### config.mk
export PLATFORM = sky130hd
export DESIGN_NAME = dcs_div_cell
export DESIGN_NICKNAME = d
export VERILOG_FILES = /design/src/design/dcs_pkg.sv /design/src/design/dcs_div_cell.sv
export SDC_FILE = /design/constraint.sdc
export NUM_CORES = 1
export LEC_CHECK = 0
export ABC_AREA = 1
export BUFFER_PORTS_ARGS = -buffer_cell sky130_fd_sc_hd__buf_4
export CORE_AREA = 2 2 193 195
export CTS_CLUSTER_SIZE = 12
export DETAILED_ROUTE_END_ITERATION = 8
export DIE_AREA = 0 0 195 197
export GPL_TIMING_DRIVEN = 0
export PLACE_DENSITY_LB_ADDON = 0.2
export RECOVER_POWER = 25
export REMOVE_ABC_BUFFERS = 1
export SYNTH_ARGS = -nofsm -noshare
export SYNTH_HDL_FRONTEND = slang
export SYNTH_SLANG_ARGS = --single-unit
### constraint.sdc
create_clock -name clk -period 4.5 [get_ports clk]
set_input_delay 0.45 -clock clk [delete_from_list [all_inputs] [get_ports clk]]
set_output_delay 0.45 -clock clk [all_outputs]
set_load 0.01 [all_outputs]
### src/design/dcs_pkg.sv
// Shared types and widths for the distance constraint solver
package dcs_pkg;

  localparam int unsigned CoordW  = 32;
  localparam int unsigned RestW   = 31;
  localparam int unsigned DiffW   = 33;
  localparam int unsigned SqW     = 66;
  localparam int unsigned RemW    = 68;
  localparam int unsigned RootW   = 34;
  localparam int unsigned DeltaW  = 36;
  localparam int unsigned MagW    = 35;
  localparam int unsigned DenW    = 35;
  localparam int unsigned NumW    = 69;
  localparam int unsigned QuotW   = 36;
  localparam int unsigned InW     = 168;
  localparam int unsigned OutW    = 136;

  localparam int unsigned SqrtCells = RootW;
  localparam int unsigned DivCells  = QuotW;
  localparam int unsigned SqrtFirst = 4;
  localparam int unsigned PostStage = SqrtFirst + SqrtCells;
  localparam int unsigned DivFirst  = PostStage + 3;
  localparam int unsigned LastStage = DivFirst + DivCells - 1;

  typedef struct packed {
    logic signed [CoordW-1:0] ax;
    logic signed [CoordW-1:0] ay;
    logic signed [CoordW-1:0] bx;
    logic signed [CoordW-1:0] by;
    logic                     pa;
    logic                     pb;
    logic [RestW-1:0]         rest;
    logic [DiffW-1:0]         ux;
    logic [DiffW-1:0]         uy;
    logic                     same;
    logic                     sx;
    logic                     sy;
    logic                     sdel;
  } side_t;

  typedef struct packed {
    logic [RemW-1:0]  rem;
    logic [RootW-1:0] root;
  } sqrt_t;

  typedef struct packed {
    logic [NumW-1:0]  rem_x;
    logic [NumW-1:0]  rem_y;
    logic [QuotW-1:0] q_x;
    logic [QuotW-1:0] q_y;
    logic [DenW-1:0]  den;
  } div_t;

endpackage

### src/design/dcs_div_cell.sv
// One quotient bit of the pipelined two-axis restoring divider
module dcs_div_cell #(
  parameter int unsigned SHIFT = 0
) (
  input  logic          clk,
  input  logic          en,
  input  dcs_pkg::div_t din,
  output dcs_pkg::div_t dout
);

  localparam int unsigned CmpW = dcs_pkg::NumW + 2;

  logic [CmpW-1:0] dsh;
  logic            gex;
  logic            gey;

  always_comb begin
    dsh = {{(CmpW - dcs_pkg::DenW){1'b0}}, din.den} << SHIFT;
    gex = {2'b0, din.rem_x} >= dsh;
    gey = {2'b0, din.rem_y} >= dsh;
  end

  always_ff @(posedge clk) begin
    if (en) begin
      dout.rem_x <= gex ? din.rem_x - dsh[dcs_pkg::NumW-1:0] : din.rem_x;
      dout.rem_y <= gey ? din.rem_y - dsh[dcs_pkg::NumW-1:0] : din.rem_y;
      dout.q_x   <= {din.q_x[dcs_pkg::QuotW-2:0], gex};
      dout.q_y   <= {din.q_y[dcs_pkg::QuotW-2:0], gey};
      dout.den   <= din.den;
    end
  end

endmodule

# After elaboration in Yosys (flattened, before gate mapping)

Index checks and enable logic that the tools add are counted.

$add $sub $neg: 2
Magnitude comparators: 2
Multiplexer cells: 2

Operators by type and width:

| kind           | number |
|---|---|
| $ge 69x35->1   | 2 |
| $mux 69        | 2 |
| $sub 69x35->69 | 2 |

Register bits: 245
Input bits: 247
Output and inout port bits: 245
Word-level logic and storage cells: 11

# Logic depth before layout (Yosys ltp)

Depth after elaboration: 2
Mapped depth: 17
Gate-level depth less buffers: 16

# Least setup slack after synthesis

OpenSTA, ideal clock, no wires.

Path kind: in2reg
From: in din[107] (netlist bit)
To: reg dout[167] (netlist bit), data pin
Setup time: 0.254 ns
Data arrival time: 2.113 ns
Data required time: 4.246 ns
Slack: 2.134 ns
Cell stages on the path: 15
Buffers on the path: 0
Cells stage by stage: inv_1 -> ha_1 -> fa_1 -> inv_1 -> nand3_1 -> nand3_1 -> nand2_1 -> nand2_1 -> nand2_1 -> nand2_1 -> inv_1 -> o21ai_1 -> a21oi_1 -> nand3_1 -> nand2_1

Cells in the longest elaborated chain, start to end: 2
Elaborated cells on any way between the ends: 3
Those cells by class: add/sub (1); order compare (1); mux (1)

Ends and longest elaborated chain:

| what                                                  | RTL line                               | text |
|---|---|---|
| start: declaration                                    | dcs_div_cell.sv:7                      | `input dcs_pkg::div_t din,` |
| $sub 69x35->69 / $ge 69x35->1 (equally long branches) | dcs_div_cell.sv:26, dcs_div_cell.sv:20 |  |
| $mux 69 *                                             | dcs_div_cell.sv:26                     | `dout.rem_y <= gey ? din.rem_y - dsh[dcs_pkg::NumW-1:0] : din.rem_y;` |
| end: declaration                                      | dcs_div_cell.sv:8                      | `output dcs_pkg::div_t dout` |

Mark *: on every way between the ends. The rest lies on a longest branch, timed or not.
A chain may end at the register's enable or synchronous reset.

# Worst setup path in the final report

From: in en
To: reg dout[172] (netlist bit) (enable)

RTL lines:

| what               | RTL line          | text |
|---|---|---|
| start: declaration | dcs_div_cell.sv:6 | `input logic en,` |

No word-level cell between the ends.

==> results by group <==
Job
  • Max Cap Violations: 1

Logic synthesis
  • Post-synth EDFFs: 245
  • Mean post-synth cell area: 7.45 um^2
  • Ys async rst share: 0
  • Library cells used by synthesis: 41
  • Cell area after synthesis: 17,500 um^2
  • Synth Register Bits: 245
  • Top FF cell, synth: edfxtp_1
  • Register area share after synthesis: 0.421
  • YS warnings: 0
  • Cells after synthesis: 2,345

Power and ir drop
  • Power per cell area: 305 nW/um^2
  • Power consumption: 6.81 mW
  • Leak pwr: 10.1 nW
  • VDD IR max: 0.268 mV

Clock network
  • Clock Sinks: 245
  • CTS Hold Bufs: 0
  • Clk Tree Root Cell: clkbuf_16
  • Post_cts resized: 0
  • H-tree depth: 1
  • CTS Buf Count: 27
  • CTS tree: done
  • Clk buf depth: 3
  • Post-CTS Setup Inserts: 0
  • Clock slew at reported path FFs: 60 ps

Routing
  • DR vias/cell: 5.32
  • Final ANT Viol Nets: 0
  • Final wirelength: 66,600 um
  • Via count: 17.7k
  • Post-route DRC: 0
  • Detailed Routing Iterations Pass 1: 6
  • Iteration-0 DRC Markers: 1,433
  • Avg WL per Cell: 20.0 um

Final layout
  • Syn-to-layout area delta: 27.8%
  • Nets: 3,164
  • Most common cell after layout, fill and taps aside: nand2_1
  • Post-layout instance area: 22,300 um^2
  • Final Util: 0.616
  • Largest regs: dout: 245 flops
  • Reg with most FFs: dout
  • Share of layout cells above drive strength 1: 0.212
  • Non-Filler Instances: 3,333
  • Max FFs per register: 245
  • Most frequent cells in the layout: nand2_1 (805), buf_4 (383), inv_1 (325)

GRT
  • Top Usage Layer GRT: met2
  • Total grt overflow: 0
  • Total track usage: 0.338
  • Vias in the first global route: 17.1k
  • Initial antenna violation count: 4
  • First-pass GRT wire length: 98,100 um
  • Routing usage on met3: 0.0443
  • Largest net degree at the start of global routing: 97
  • M1 GR Usage: 0.417
  • M2 GR Usage: 0.589

Floorplan
  • Ports: 492
  • DIE AREA: 38,400 um^2
  • Starting Density: 0.482
  • Cell row count: 70
  • Die width: 195 um
  • Die height: 197 um
  • Core area: 36,300 um^2

Timing
  • Fmax: 0.298 GHz
  • Final period util: 0.747
  • Setup ws final: 1140 ps
  • Relative slew slack: -1.48
  • Min cycle time layout: 3360 ps
  • Worst-margin pin slew: 3730 ps
  • WHS: 90.3 ps
  • Final Hold Viols: 0
  • Final setup viols: 0
  • Unrepaired setup endpoints after global routing: false
  • Slew Limit Fails: 58
  • Post-route setup TNS: 0 ps

Outcome
  • Violated checks: max-capacitance violations, max-slew violations
  • Run status: finished with violations

Worst setup path
  • Critical Path Start: en
  • Worst Setup EP: dout[172]$_DFFE_PP_
  • Peak per-stage delay on the critical path: 2560 ps
  • CP max stage cell: clkbuf_1
  • Req. time, crit path: 4680 ps
  • Worst path arrival time: 3540 ps
  • Bufs and invs on worst path: 2
  • Stages on worst setup path: 2
  • Worst Setup End Kind: register
  • Crit path kind: input pin to register
  • Crit path cell chain: clkbuf_1, buf_16
  • CP Max Fanout: 96
  • Top cell family by delay on the critical path: buffers and inverters
  • Crit start category: input pin

Placement
  • GPL Wtd Cong: 1.00
  • Dpl ws: 724 ps
  • Placed Cells incl. Taps: 3,284
  • Port bufs: 489
  • HPWL Detailed: 55,700 um
  • Placed cell area: 21,600 um^2

Min path
  • Hold/Removal Path Class: input pin to register
  • WHS Path Cells: 1
==> kinds of logic after synthesis <==
| logic type | count (synthesis) | share of synthesized area |
|---|---|---|
| xor+xnor | 64 | 0.0321 |
| fa+ha+maj | 72 | 0.0524 |
| compound gates | 260 | 0.0914 |
| simple gates | 1348 | 0.320 |
| flops | 245 | 0.421 |
| buf+inv | 356 | 0.0837 |
==> layout make-up <==
| type | instances | area [um^2] |
|---|---|---|
| clock inverter | 15 | 97.6 |
| tap | 468 | 586 |
| timing repair buffer | 493 | 3680 |
| clock buffer | 32 | 694 |
| fill | 3306 | 13900 |
| sequential | 245 | 7360 |
| multi-input combinational | 1744 | 8660 |
| inverter | 334 | 1260 |
| antenna | 2 | 5.00 |
==> power by group <==
part / internal [mW] / total [mW] / switching, mW / leakage (nW)
Sequential: 2.81 / 2.89 / 0.0754 / 2.40
Clock: 1.15 / 2.04 / 0.891 / 0.388
Combinational: 0.761 / 1.88 / 1.12 / 7.32
==> metal layers <==
| metal | wire length (um) | up-vias |
|---|---|---|
| li1 | - | 8592 |
| met1 | 26400 | 8137 |
| met2 | 32200 | 827 |
| met3 | 4720 | 174 |
| met4 | 3330 | 2 |
| met5 | 13 | - |
==> synthesized netlist by cell type, drive strengths merged, types with 3 or more instances <==
cell type / number / area [um^2]
inv: 333 / 1250
o21ai: 98 / 513
buf: 19 / 195
o21bai: 23 / 173
nor4: 3 / 18.8
and2: 4 / 25.0
nand2: 811 / 3060
nor3: 28 / 155
nand3b: 29 / 218
or2: 4 / 25.0
nand3: 103 / 566
nand4: 31 / 194
clkbuf: 3 / 12.5
ha: 70 / 876
a21oi: 129 / 837
and3: 3 / 18.8
nor2: 332 / 1310
xor2: 6 / 52.6
a21boi: 5 / 37.5
xnor2: 58 / 508
edfxtp: 245 / 7360
==> how the worst min path moves through the flow <==
| stage | startpoint | end | slack (ps) |
|---|---|---|---|
| 2_1_floorplan | din[0] | dout[0]$_DFFE_PP_ | 550 |
| 3_3_place_gp | din[41] | dout[42]$_DFFE_PP_ | 630 |
| 3_5_place_dp | din[73] | dout[74]$_DFFE_PP_ | 630 |
| 4_1_cts | din[97] | dout[98]$_DFFE_PP_ | 50 |
| 5_1_grt | din[105] | dout[106]$_DFFE_PP_ | 80 |
| 6_report | din[64] | dout[65]$_DFFE_PP_ | 90 |
Note: power is estimated with default switching activity, not from simulation.
