--- src/design/dcs_pkg.sv ---
// Shared types and widths for the distance constraint solver
package dcs_pkg;

  localparam int unsigned CoordW  = 32;
  localparam int unsigned RestW   = 31;
  localparam int unsigned DiffW   = 33;
  localparam int unsigned SqW     = 66;
  localparam int unsigned RemW    = 68;
  localparam int unsigned RootW   = 34;
  localparam int unsigned DeltaW  = 36;
  localparam int unsigned MagW    = 35;
  localparam int unsigned DenW    = 35;
  localparam int unsigned NumW    = 69;
  localparam int unsigned QuotW   = 36;
  localparam int unsigned InW     = 168;
  localparam int unsigned OutW    = 136;

  localparam int unsigned SqrtCells = RootW;
  localparam int unsigned DivCells  = QuotW;
  localparam int unsigned SqrtFirst = 4;
  localparam int unsigned PostStage = SqrtFirst + SqrtCells;
  localparam int unsigned DivFirst  = PostStage + 3;
  localparam int unsigned LastStage = DivFirst + DivCells - 1;

  typedef struct packed {
    logic signed [CoordW-1:0] ax;
    logic signed [CoordW-1:0] ay;
    logic signed [CoordW-1:0] bx;
    logic signed [CoordW-1:0] by;
    logic                     pa;
    logic                     pb;
    logic [RestW-1:0]         rest;
    logic [DiffW-1:0]         ux;
    logic [DiffW-1:0]         uy;
    logic                     same;
    logic                     sx;
    logic                     sy;
    logic                     sdel;
  } side_t;

  typedef struct packed {
    logic [RemW-1:0]  rem;
    logic [RootW-1:0] root;
  } sqrt_t;

  typedef struct packed {
    logic [NumW-1:0]  rem_x;
    logic [NumW-1:0]  rem_y;
    logic [QuotW-1:0] q_x;
    logic [QuotW-1:0] q_y;
    logic [DenW-1:0]  den;
  } div_t;

endpackage

--- src/design/dcs_sqrt_cell.sv ---
// One root bit of the pipelined integer square root
module dcs_sqrt_cell #(
  parameter int unsigned BIT = 0
) (
  input  logic           clk,
  input  logic           en,
  input  dcs_pkg::sqrt_t din,
  output dcs_pkg::sqrt_t dout
);

  logic [dcs_pkg::RemW:0] trial;
  logic                   fits;

  always_comb begin
    trial = ({{(dcs_pkg::RemW + 1 - dcs_pkg::RootW){1'b0}}, din.root} << (BIT + 1))
          + ({{dcs_pkg::RemW{1'b0}}, 1'b1} << (2 * BIT));
    fits  = trial <= {1'b0, din.rem};
  end

  always_ff @(posedge clk) begin
    if (en) begin
      dout.rem  <= fits ? din.rem - trial[dcs_pkg::RemW-1:0] : din.rem;
      dout.root <= fits ? din.root | (dcs_pkg::RootW'(1) << BIT) : din.root;
    end
  end

endmodule

--- config.mk ---
export PLATFORM = sky130hd
export DESIGN_NAME = dcs_sqrt_cell
export DESIGN_NICKNAME = d
export VERILOG_FILES = /design/src/design/dcs_pkg.sv /design/src/design/dcs_sqrt_cell.sv
export SDC_FILE = /design/constraint.sdc
export NUM_CORES = 1
export LEC_CHECK = 0
export ABC_AREA = 1
export ABC_CLOCK_PERIOD_IN_PS = 5240
export BUFFER_PORTS_ARGS = -buffer_cell sky130_fd_sc_hd__clkbuf_2
export CAP_MARGIN = 10
export CORE_MARGIN = 8
export CORE_UTILIZATION = 40
export CTS_BUF_LIST = sky130_fd_sc_hd__clkbuf_16
export DETAILED_ROUTE_END_ITERATION = 8
export MAX_ROUTING_LAYER = met4
export RECOVER_POWER = 50
export SKIP_LAST_GASP = 1
export SYNTH_ARGS = -nofsm -noshare
export SYNTH_HDL_FRONTEND = slang
export SYNTH_SLANG_ARGS = --single-unit
--- constraint.sdc ---
create_clock -name clk -period 5.24 [get_ports clk]
set_clock_uncertainty 0.15 [all_clocks]
set_input_delay 0.524 -clock clk [delete_from_list [all_inputs] [get_ports clk]]
set_output_delay 0.524 -clock clk [all_outputs]
set_load 0.05 [all_outputs]
Word level (Yosys, flattened, before mapping)
Index checks and enable logic that the tools add are counted.
- logic and storage cells: 7
- flip-flop bits (word level): 102
- mux-type cells: 1
- magnitude comparators: 1
- add/sub/neg operators: 2
- operator list (kind ; number):
    <= comparator 36 x 68 -> 1 bit ; 1
    two-way mux 68 bit ; 1
    subtractor 68 x 36 -> 68 bit ; 1
    adder 35 x 1 -> 36 bit (second input constant) ; 1

Depth between registers and ports, before layout
Gate-level depths: netlist of the first run.
- depth in word-level cells: 3
- depth in mapped cells: 16
- depth with buffers taken out: 16

Worst setup path after synthesis of the first run
No wires, ideal clock.
- path kind: input to register
- from: input din[32] (netlist name)
- to: register dout[0] (netlist name), data pin
- path slack: 2730 ps
- stages: 12
- library setup time: 255 ps
- arrival time: 2106 ps
- data required time: 4835 ps
- buffers on the path: 2
- cell sequence: inv_1 -> ha_1 -> a21oi_1 -> nor2_1 -> nor2_2 -> o21ai_1 -> nor2_1 -> nand3_4 -> inv_2 -> buf_6 -> buf_6 -> nand2_2
- cells in the longest elaborated chain, start to end: 2
- ends and longest elaborated chain (item ; RTL line ; RTL):
    from (decl) ; dcs_sqrt_cell.sv:7 ; input dcs_pkg::sqrt_t din,
    adder 35 x 1 -> 36 bit ; dcs_sqrt_cell.sv:16 ; + ({{dcs_pkg::RemW{1'b0}}, 1'b1} << (2 * BIT));
    <= comparator 36 x 68 -> 1 bit ; dcs_sqrt_cell.sv:17 ; fits = trial <= {1'b0, din.rem};
    to (decl) ; dcs_sqrt_cell.sv:8 ; output dcs_pkg::sqrt_t dout
No other way between the ends.
A chain may end at the register's enable or synchronous reset.

Final worst setup path of the first run
- from: input en
- to: register dout[63] (netlist name) (enable)
- RTL lines (item ; RTL line ; RTL):
    from (decl) ; dcs_sqrt_cell.sv:6 ; input logic en,
No word-level cell between the ends.

==> results of run 1 <==
-- metrics by stage --
| step | cells | cell area, um^2 | hold WS (ns) | utilization [%] | total power (uW) |
|---|---|---|---|---|---|
| 2_1_floorplan | 1220 | 8259 | 0.4729 | - | 1704 |
| 3_3_place_gp | 1688 | 9567 | 0.5674 | 47.28 | 1983 |
| 3_5_place_dp | 1688 | 9567 | 0.5680 | 47.28 | 1985 |
| 4_1_cts | 1704 | 9841 | 0.1888 | 48.63 | 2641 |
| 5_1_grt | 1705 | 9722 | 0.1950 | 48.05 | 2726 |
| 6_report | 1705 | 9722 | 0.1994 | 48.05 | 2607 |
-- power groups by stage --
stage	registers, uW	logic, uW	clock network (uW)
after floorplan	1360	341	0
final	1040	917	655
after detailed placement	1050	934	0
after global routing	1040	991	691
after global placement	1050	932	0
after CTS	1040	937	669
-- area by class of cell --
class	instances	area [um^2]
clock inverters	7	48.80
repair buffers	208	929.6
inverters	243	912.1
flip-flops and latches	102	3063
diodes	1	2.502
well taps	270	337.8
clock buffers	9	225.2
fillers	2209	10510
multi-input cells	865	4203
-- cells in the final DEF (no fill, tap or decap), types with 2 or more instances in the layout --
cell type   count
nand4_1        20
a21oi_2        19
inv_1         230
inv_2          14
clkbuf_16       9
a211oi_1        2
nand2_2         5
xor2_1          4
o21ai_0         7
xnor2_1        28
nand3b_1        2
clkbuf_2      110
nand3_1        62
ha_1           35
o21bai_1        4
and2_1          2
nor2_1        112
inv_6           3
clkinvlp_4      2
nand2_1       454
nor4_1          2
o21ai_1        32
clkbuf_1       95
edfxtp_1      102
buf_4           3
nor3_1         21
a21oi_1        34
nor2_2          9
or2_2           2
-- per-layer routing --
metal / global-route usage [%] / share of wire (%) / vias to the layer above
li1: - / - / 4247
met5: - / 0 / -
met3: 4.524 / 6.6 / 33
met2: 35.92 / 44 / 268
met1: 29.68 / 47 / 3653
met4: 6.818 / 2.2 / 0
-- cell families after synthesis --
logic type,count (synthesis),share of synthesized area [%]
compound gates,98,6.984
xor+xnor,32,3.393
fa+ha+maj,36,5.545
buf+inv,253,12.03
flops,102,37.09
simple gates,699,34.96
-- final timing paths --
check,endpoint,slack [ns],depth (start not counted)
worst min-delay path,dout[12],0.20,1
worst max-delay path,dout[63],1.48,2
-- synth_stat cells, drive strengths merged, types with 2 or more instances --
| library cell | count | area [um^2] |
|---|---|---|
| nor4 | 2 | 12.51 |
| and2 | 2 | 12.51 |
| inv | 243 | 912.1 |
| nand3b | 2 | 15.01 |
| or2 | 3 | 18.77 |
| ha | 35 | 437.9 |
| xor2 | 4 | 35.03 |
| xnor2 | 28 | 245.2 |
| nand3 | 64 | 337.8 |
| o21ai | 39 | 195.2 |
| a21oi | 53 | 336.6 |
| o21bai | 4 | 30.03 |
| a211oi | 2 | 15.01 |
| nor2 | 122 | 488.0 |
| edfxtp | 102 | 3063 |
| buf | 10 | 81.33 |
| nand2 | 459 | 1735 |
| nand4 | 20 | 125.1 |
| nor3 | 22 | 121.4 |
==> results.json, run 1 <==
{
  "start_kind": "primary input",
  "cp_max_fo": 53,
  "grt_usage_pct": 22.98,
  "finalNetCount": 1569,
  "cp-end-kind": "flip-flop",
  "tightest_slew_ns": 3.210,
  "tritoncts": "yes",
  "drc": 0,
  "synth_area_um2": 8259,
  "cp_top_family": "buffers and inverters",
  "synth_edf_count": 102,
  "status": "finished with violations",
  "grt_pass1_vias": 8321,
  "postSynth.asyncResetShare_pct": 0,
  "vdd_drop_max_v": 0.0001709,
  "drive_above_1_share_pct": 12.55,
  "h-tree-depth": 3,
  "cp.required_ns": 5.08,
  "synth_fp_nets": 1360,
  "area_delta_synth_final_pct": 17.71,
  "top_register": "dout",
  "die_area_um2": 25500,
  "dieHeight_um": 159.7,
  "power_frac_comb_pct": 35.2,
  "fin_crit_sh_pct": 71.83,
  "hold_buffers": 0,
  "timing.setup.tns_ns": 0,
  "worst_slack_ns": 1.476,
  "synth_seq_area_share_pct": 37.09,
  "cts_setup_buffers": 0,
  "drt-wirelength-per-cell_um": 16.89,
  "initial_utilization_pct": 40.82,
  "rsz0062_at_grt": "no",
  "place_congestion": 0.9527,
  "p_int_uw": 1554,
  "clkPwrFrac_pct": 25.1,
  "max-slew-margin-rel_pct": -114.0,
  "vias_per_cell": 4.810,
  "hp-start": "din[12]",
  "holdCritPathClass": "primary input to flip-flop",
  "synth_warnings": 0,
  "seqPwrFrac_pct": 39.7,
  "antenna_found_initial": 1,
  "avgSynthCellArea_um2": 6.770,
  "drtPass1Iterations": 5,
  "via_count": 8201,
  "fin_crit_ns": 3.764,
  "reg_top3": "dout x102",
  "maxCapViolations": 1,
  "ys.flop_type": "edfxtp_1",
  "powerDensity_nw_per_um2": 268.2,
  "fmax_mhz": 265.7,
  "numPortBuffers": 205,
  "io_pins": 206,
  "p_leak_uw": 0.004676,
  "num_rows": 52,
  "globalRouteOverflowTotal": 0,
  "clkTransAtPathRegs_ns": 0.08,
  "path_class": "primary input to flip-flop",
  "yosys_register_bits": 102,
  "cts-root-buf": "clkbuf_16",
  "antenna_left": 0,
  "synth_cells": 1220,
  "dp_slack_ns": 1.835,
  "slew_violations": 54,
  "first_iter_violations": 520,
  "core_um2": 20230,
  "path_cells": "clkbuf_1 > buf_4",
  "place_hpwl_um": 24380,
  "crit_arrival_ns": 3.60,
  "cpPeakStageDelay_ns": 2.21,
  "clock_sink_count": 102,
  "post_cts_resized": 0,
  "failed_checks": "max-capacitance violations, max-slew violations",
  "crit_start": "en",
  "largest_reg_flops": 102,
  "p_sw_share_pct": 40.41,
  "setup_viol": 0,
  "cp_num_buf_inv": 2,
  "cts-buffers-inserted": 9,
  "grt_pass1_wl_um": 44880,
  "crit_slowest_cell": "clkbuf_1",
  "die_width_um": 159.7,
  "p_switching_uw": 1054,
  "hold_viol_final": 0,
  "ctsLongestPathBuffers": 2,
  "ys_types": 35,
  "grt_max_degree": 54,
  "wirelength_um": 28800
}
No activity file was read; power rests on OpenSTA's default activity.
==> run 2: changes to the inputs <==
--- a/config.mk
+++ b/config.mk
@@ -6,7 +6,7 @@
 export NUM_CORES = 1
 export LEC_CHECK = 0
 export ABC_AREA = 1
-export ABC_CLOCK_PERIOD_IN_PS = 5240
+export ABC_CLOCK_PERIOD_IN_PS = 3700
 export BUFFER_PORTS_ARGS = -buffer_cell sky130_fd_sc_hd__clkbuf_2
 export CAP_MARGIN = 10
 export CORE_MARGIN = 8
==> constraint.sdc (replaced) <==
create_clock -name clk -period 3.7 [get_ports clk]
set_clock_uncertainty 0.15 [all_clocks]
set_input_delay 0.37 -clock clk [delete_from_list [all_inputs] [get_ports clk]]
set_output_delay 0.37 -clock clk [all_outputs]
set_load 0.05 [all_outputs]
==> run 2 against run 1 <==
The flow still finishes with violations (max-capacitance violations, max-slew violations). Sequential power is 41% higher. Routed wire length is 0.66% higher. Critical endpoint is now dout[66]. Final cell count hardly changed. Total power is 44% higher. Global-route usage is 0.16 points higher. Critical path type unchanged.
==> results.json, run 2 (synthesis results as in run 1) <==
{
  "cp_max_fo": 31,
  "crit_slowest_cell": "inv_2",
  "path_cells": "clkbuf_2 > inv_1 > ha_1 > nand2_1 > nor2_1 > or2_1 > nand2_1 > nand3_1 > nand2_1 > nand3_4 > inv_2 > buf_12 > o21ai_1",
  "grt_pass1_vias": 8337,
  "failed_checks": "max-capacitance violations, max-slew violations",
  "top_register": "dout",
  "cts_setup_buffers": 0,
  "max-slew-margin-rel_pct": -71.49,
  "antenna_found_initial": 0,
  "p_leak_uw": 0.004849,
  "cp.required_ns": 3.66,
  "cp-endpoint": "dout[66]",
  "ctsLongestPathBuffers": 2,
  "worst_slack_ns": 0.7779,
  "drc": 0,
  "place_congestion": 0.9674,
  "cts-root-buf": "clkbuf_16",
  "hold_viol_final": 0,
  "fin_crit_sh_pct": 78.98,
  "hold_slack_ns": 0.04161,
  "tightest_slew_ns": 2.572,
  "io_pins": 206,
  "setup_viol": 0,
  "grt_pass1_wl_um": 44790,
  "clkTransAtPathRegs_ns": 0.08,
  "finalNetCount": 1571,
  "placed_area_um2": 9619,
  "initial_utilization_pct": 40.82,
  "vias_per_cell": 4.804,
  "dp_slack_ns": 0.4516,
  "fmax_mhz": 342.2,
  "grt_usage_pct": 23.14,
  "wirelength_um": 28990,
  "path_class": "primary input to flip-flop",
  "drtPass1Iterations": 5,
  "drive_above_1_share_pct": 16.43,
  "antenna_left": 0,
  "numPortBuffers": 205,
  "dieHeight_um": 159.7,
  "maxCapViolations": 1,
  "num_rows": 52,
  "cpPeakStageDelay_ns": 0.41,
  "fin_crit_ns": 2.922,
  "start_kind": "primary input",
  "post_cts_resized": 0,
  "timing.setup.tns_ns": 0,
  "cts-buffers-inserted": 9,
  "holdCritPathClass": "primary input to flip-flop",
  "antenna_cells": 0,
  "powerDensity_nw_per_um2": 381.6,
  "h-tree-depth": 3,
  "drt-wirelength-per-cell_um": 17.00,
  "place_hpwl_um": 24540,
  "final_common_cell": "nand2_1",
  "crit_top_cell": "nand2_1",
  "tritoncts": "yes",
  "vdd_drop_max_v": 0.0002155,
  "status": "finished with violations",
  "rsz0062_at_grt": "no",
  "globalRouteOverflowTotal": 0,
  "first_iter_violations": 568,
  "core_um2": 20230,
  "area_delta_synth_final_pct": 19.06,
  "die_area_um2": 25500,
  "via_count": 8195,
  "design_area_um2": 9833,
  "cp-end-kind": "flip-flop",
  "grt_max_degree": 103,
  "die_width_um": 159.7,
  "hold_buffers": 0,
  "reg_top3": "dout x102",
  "fin_util_pct": 48.60,
  "crit_start": "din[1]",
  "final_cell_mix": "nand2_1 (454), inv_1 (229), clkbuf_2 (163)",
  "largest_reg_flops": 102,
  "slew_violations": 103,
  "clock_sink_count": 102,
  "crit_arrival_ns": 2.88
}
run 2: cell types whose count changed in the layout (fill, tap and decap cells not counted):
cell | previous run | this run
clkbuf_1 | 95 | 42
clkbuf_4 | 0 | 1
buf_12 | 0 | 2
inv_8 | 0 | 1
inv_1 | 230 | 229
buf_4 | 3 | 2
clkbuf_2 | 110 | 163
inv_6 | 3 | 2
clkinv_4 | 0 | 1
diode_2 | 1 | 0
run 2: power breakdown:
part / total, uW / switching, uW / leakage, uW / internal (uW)
logic: 1320 / 988 / 0.00372 / 330
clock network: 968 / 501 / 0.000132 / 467
registers: 1470 / 34.7 / 0.000999 / 1430
run 2: through the flow:
| stage | instances | power, uW |
|---|---|---|
| after floorplan | 1220 | 2414 |
| after global placement | 1690 | 2812 |
| after detailed placement | 1690 | 2818 |
| after CTS | 1706 | 3786 |
| after global routing | 1706 | 3919 |
| final | 1706 | 3752 |
run 2: area by class of cell:
class / instances / area (um^2)
sequential: 102 / 3063
timing repair buffer: 210 / 1036
multi-input combinational: 865 / 4203
inverter: 243 / 912.1
tap: 270 / 337.8
clock inverter: 7 / 56.30
fill: 2184 / 10400
clock buffer: 9 / 225.2
run 2: worst min-delay path by stage:
| stage | from | endpoint | slack [ns] | cells after the start |
|---|---|---|---|---|
| finish | din[15] | dout[15] | 0.04 | 1 |
| floorplan | din[10] | dout[10] | 0.32 | 0 |
| global placement | din[11] | dout[11] | 0.41 | 1 |
| CTS | din[2] | dout[2] | 0.03 | 1 |
| detailed placement | din[2] | dout[2] | 0.41 | 1 |
| global route | din[14] | dout[14] | 0.03 | 1 |
run 2: metal layers:
layer	global-route usage, %	vias up	wire [um]
li1	-	4248	-
met4	6.775	0	617
met2	36.94	265	12970
met5	-	-	0
met1	28.80	3647	13330
met3	5.398	35	2070
run 2: worst max-delay path, delay by kind of cell:
family	cells	cell delay, ns
AO/OA/AOI/OAI	1	0.11
adder cells (fa/ha/maj)	1	0.36
buffers and inverters	4	0.81
AND/OR/NAND/NOR	7	1.19
